File: src/rtl/ted_ram.sv
`default_nettype none
// ----------------------------------------------------------------------------
// ted_ram
// Generic simple dual-port RAM: one write port, one registered read port.
// ----------------------------------------------------------------------------
module ted_ram #(
    parameter int WIDTH = 8,
    parameter int DEPTH = 64
) (
    input  wire logic                     clk,
    input  wire logic                     we,
    input  wire logic [$clog2(DEPTH)-1:0] waddr,
    input  wire logic [WIDTH-1:0]         wdata,
    input  wire logic                     re,
    input  wire logic [$clog2(DEPTH)-1:0] raddr,
    output logic      [WIDTH-1:0]         rdata
);
    logic [WIDTH-1:0] mem [DEPTH];

    always_ff @(posedge clk)
    begin
        if (we)
        begin
            mem[waddr] <= wdata;
        end
        if (re)
        begin
            rdata <= mem[raddr];
        end
    end
endmodule
`default_nettype wire

File: config.mk
export PLATFORM = sky130hd
export DESIGN_NAME = ted_ram
export DESIGN_NICKNAME = d
export VERILOG_FILES = /design/src/rtl/ted_ram.sv
export SDC_FILE = /design/constraint.sdc
export NUM_CORES = 1
export LEC_CHECK = 0
export BUFFER_PORTS_ARGS = -buffer_cell sky130_fd_sc_hd__buf_4
export CORE_AREA = 4 4 189 191
export DETAILED_ROUTE_END_ITERATION = 7
export DIE_AREA = 0 0 193 195
export PLACE_DENSITY = 0.76
export SYNTH_ARGS = -nofsm -noshare
export SYNTH_HDL_FRONTEND = slang
export SYNTH_SLANG_ARGS = --single-unit
File: constraint.sdc
create_clock -name clk -period 3.3 [get_ports clk]
set_input_delay 0.165 -clock clk [delete_from_list [all_inputs] [get_ports clk]]
set_output_delay 0.165 -clock clk [all_outputs]
set_load 0.005 [all_outputs]
==> out/qor.csv <==
stage,metric,value,unit
sta,Peak Freq,468.5,MHz
worst_setup_path,family with the most delay on the worst path,multiplexers,
worst_setup_path,Crit path buffers/inverters,0,
die,I/O Pins,31,
final_layout,share of cells above drive strength 1,0.2485,
min_path,worst hold path class,in2reg,
synthesis,post-synth top area cell,edfxtp_1,
worst_setup_path,CP max stage cell,mux4_2,
power_and_ir_drop,Max VDD drop,430.0,µV
place,Final HPWL DP,25390,µm
synthesis,ys async rst share,0,
clocking,CTS tree,done,
route,Remaining DRCs,0,
synthesis,YS warnings,0,
synthesis,syn_area_per_cell,21.54,µm²
global_route,vias in the first global route,9827,
sta,RSZ-0062 raised after global routing,false,
synthesis,number of synthesized register bits,520,
final_layout,Syn-to-layout area delta,11.09,%
route,vias per cell,6.496,
final_layout,FILL cells,2110,
synthesis,largest family of logic cells by synthesized area,multiplexers,
synthesis,adder-cell share of the synthesized area,0,
global_route,largest net degree at the start of global routing,65,
clocking,clock sink total,520,
synthesis,Post-synth top flop,edfxtp_1,
worst_setup_path,critical path depth in cells,5,
route,final antenna-violating net count,0,
worst_setup_path,WS Path Type,reg2reg,
die,core box area,34120,µm²
sta,final setup vio count,0,
clocking,H-tree Lvls,2,
die,Vert. Die Dim,195,µm
place,IO buf count,30,
clocking,clk slew on worst S/H paths,0.06,ns
synthesis,Mapped Nets,963,
worst_setup_path,worst-case reg-to-reg path depth,5,
sta,Rel. slew slack,0.3010,
global_route,global-route wire length before repair,64570,µm
power_and_ir_drop,P_leak,6.996,nW
min_path,hold path cells,2,
synthesis,cell count after synthesis,940,
worst_setup_path,required time worst endpoint,3.60,ns
worst_setup_path,WP data arrival,2.43,ns
synthesis,Post-synth EDFFs,520,
global_route,initial antenna violation count,0,
synthesis,post-synthesis cell area,20250,µm²
run_status,status,completed,
synthesis,"Seq/Total Area, Yosys",0.7712,
run,# Max-Cap Violations,0,
route,via count,9646,
clocking,count of hold-fix buffers inserted at cts,1,
synthesis,library cells used by synthesis,39,
synthesis,Synth area leaders,"edfxtp_1, mux4_2, nor2_1",
route,WL/cell,28.99,µm
clocking,Skew-Pair Late Insertion Delay,0.57,ns
die,Starting Density,0.5934,
final_layout,most frequent cells in the layout,"edfxtp_1, mux4_2, nor2_1",
synthesis,XOR/XNOR Fraction of Synth Area,0,
place,post-place setup slack,0.6250,ns
route,DR iter-0 viols,1332,
place,GP Congestion,0.8154,
final_layout,"commonest non-fill, non-tap cell in the layout",edfxtp_1,
clocking,CTS Buf Count,49,
die,die width,193,µm
sta,Clock Skews,0.01341,ns
synthesis,Synth Area in Compound Gates,0.02064,
final_layout,"Core Util, Final",0.6592,
synthesis,Simple-Gate Fraction of Synth Area,0.03374,
sta,final hold vios,0,
clocking,root buf cell,clkbuf_16,
sta,setup TNS,0,ns
sta,Worst-Margin Slew,1.045,ns
final_layout,Layout Nets,1015,
route,1st-pass router iterations,5,
final_layout,antenna cells,0,
sta,setup ws final,1.166,ns
global_route,GRT overflow,0,
worst_setup_path,CP Capture Type,register,
worst_setup_path,"Cell Chain, Critical Path",mux4_2 > mux2_2 > o221a_2 > nor3_1 > o32ai_1,
worst_setup_path,Worst setup SP type,register,
clocking,Max clock buf depth,3,
global_route,total track usage,0.2364,
sta,Tmin final,2.134,ns
clocking,CTS-repair resized insts,0,
route,"wirelength, routed",43050,µm
power_and_ir_drop,post-route total power,0.01343,W
synthesis,post-synth top area share,0.7712,
die,Die ar.,37640,µm²
clocking,post-CTS setup buffers,0,
sta,Tcrit/Tclk final,0.6468,
sta,Slew Limit Fails,0,
worst_setup_path,CP max FO,1,
die,row cnt,68,
worst_setup_path,Worst path max stage delay,0.48,ns
final_layout,Multi-input gate area,4315,µm²
power_and_ir_drop,Cell Pwr Density,597.2,nW/µm²
synthesis,post-synthesis mux area share,0.1588,
final_layout,FF+latch area,15620,µm²
[cells by family (layout without fill, tap and decap cells)]
logic type,after synthesis,after routing
muxes,162,162
AOI/OAI and AO/OA,54,54
DFF,520,520
buffers and inverters,51,141
and+or+nand+nor,153,153
[sequential cells by signal (all words and copies together), names as in the netlist]
name,flops
mem,512
rdata,8
[cells in the mapped netlist (6+ instances only)]
cell,n
edfxtp_1,520
mux4_2,126
nor2_1,83
mux2i_1,23
nand2_1,19
clkbuf_1,17
nor2b_1,14
buf_4,13
mux2_2,13
nand3_1,13
buf_2,11
o221ai_1,8
o22ai_1,8
nand2b_1,7
nor3_1,7
a221oi_1,6
[worst register-to-register path, stage by stage, from the launching register on]
cell,delay [ns]
edfxtp_1,0.38
mux4_2,0.48
mux2_2,0.28
o221a_2,0.28
nor3_1,0.32
o32ai_1,0.13
[final timing paths]
path	start	to	slack (ns)
max	mem[21][4]	rdata[4]	1.17
min	waddr[1]	mem[48][0]	0.06
max reg2reg	mem[21][4]	rdata[4]	1.17
min reg2reg	mem[34][1]	rdata[1]	0.92
[per-stage QoR]
step / hold WS [ns] / area [µm²] / cells
floorplan: 0.2639 / 20250 / 940
global placement: 0.4808 / 20940 / 1395
detailed placement: 0.4730 / 20940 / 1395
CTS: 0.03065 / 22490 / 1485
global route: 0.07215 / 22490 / 1485
finish: 0.06197 / 22490 / 1485
[layer usage]
metal	part of all wire	global-route usage
met3	0.099	0.05828
met4	0.027	0.06793
met1	0.39	0.3523
met2	0.48	0.3584
met5	0	0
[layout make-up]
cell class | instances | area share
flip-flops and latches | 520 | 0.6943
multi-input cells | 369 | 0.1919
clock buffers | 60 | 0.05824
well taps | 455 | 0.02531
repair buffers | 52 | 0.01997
clock inverters | 29 | 0.01035
[power breakdown]
group / total, W / leakage (nW) / switching, W / internal (W)
logic: 0.000658 / 1.55 / 0.000402 / 0.000256
clock network: 0.00543 / 0.757 / 0.00231 / 0.00312
registers: 0.00735 / 4.69 / 0.0000196 / 0.00733
total: 0.0134 / 7.00 / 0.00273 / 0.0107
Note: power is estimated with default switching activity, not from simulation.
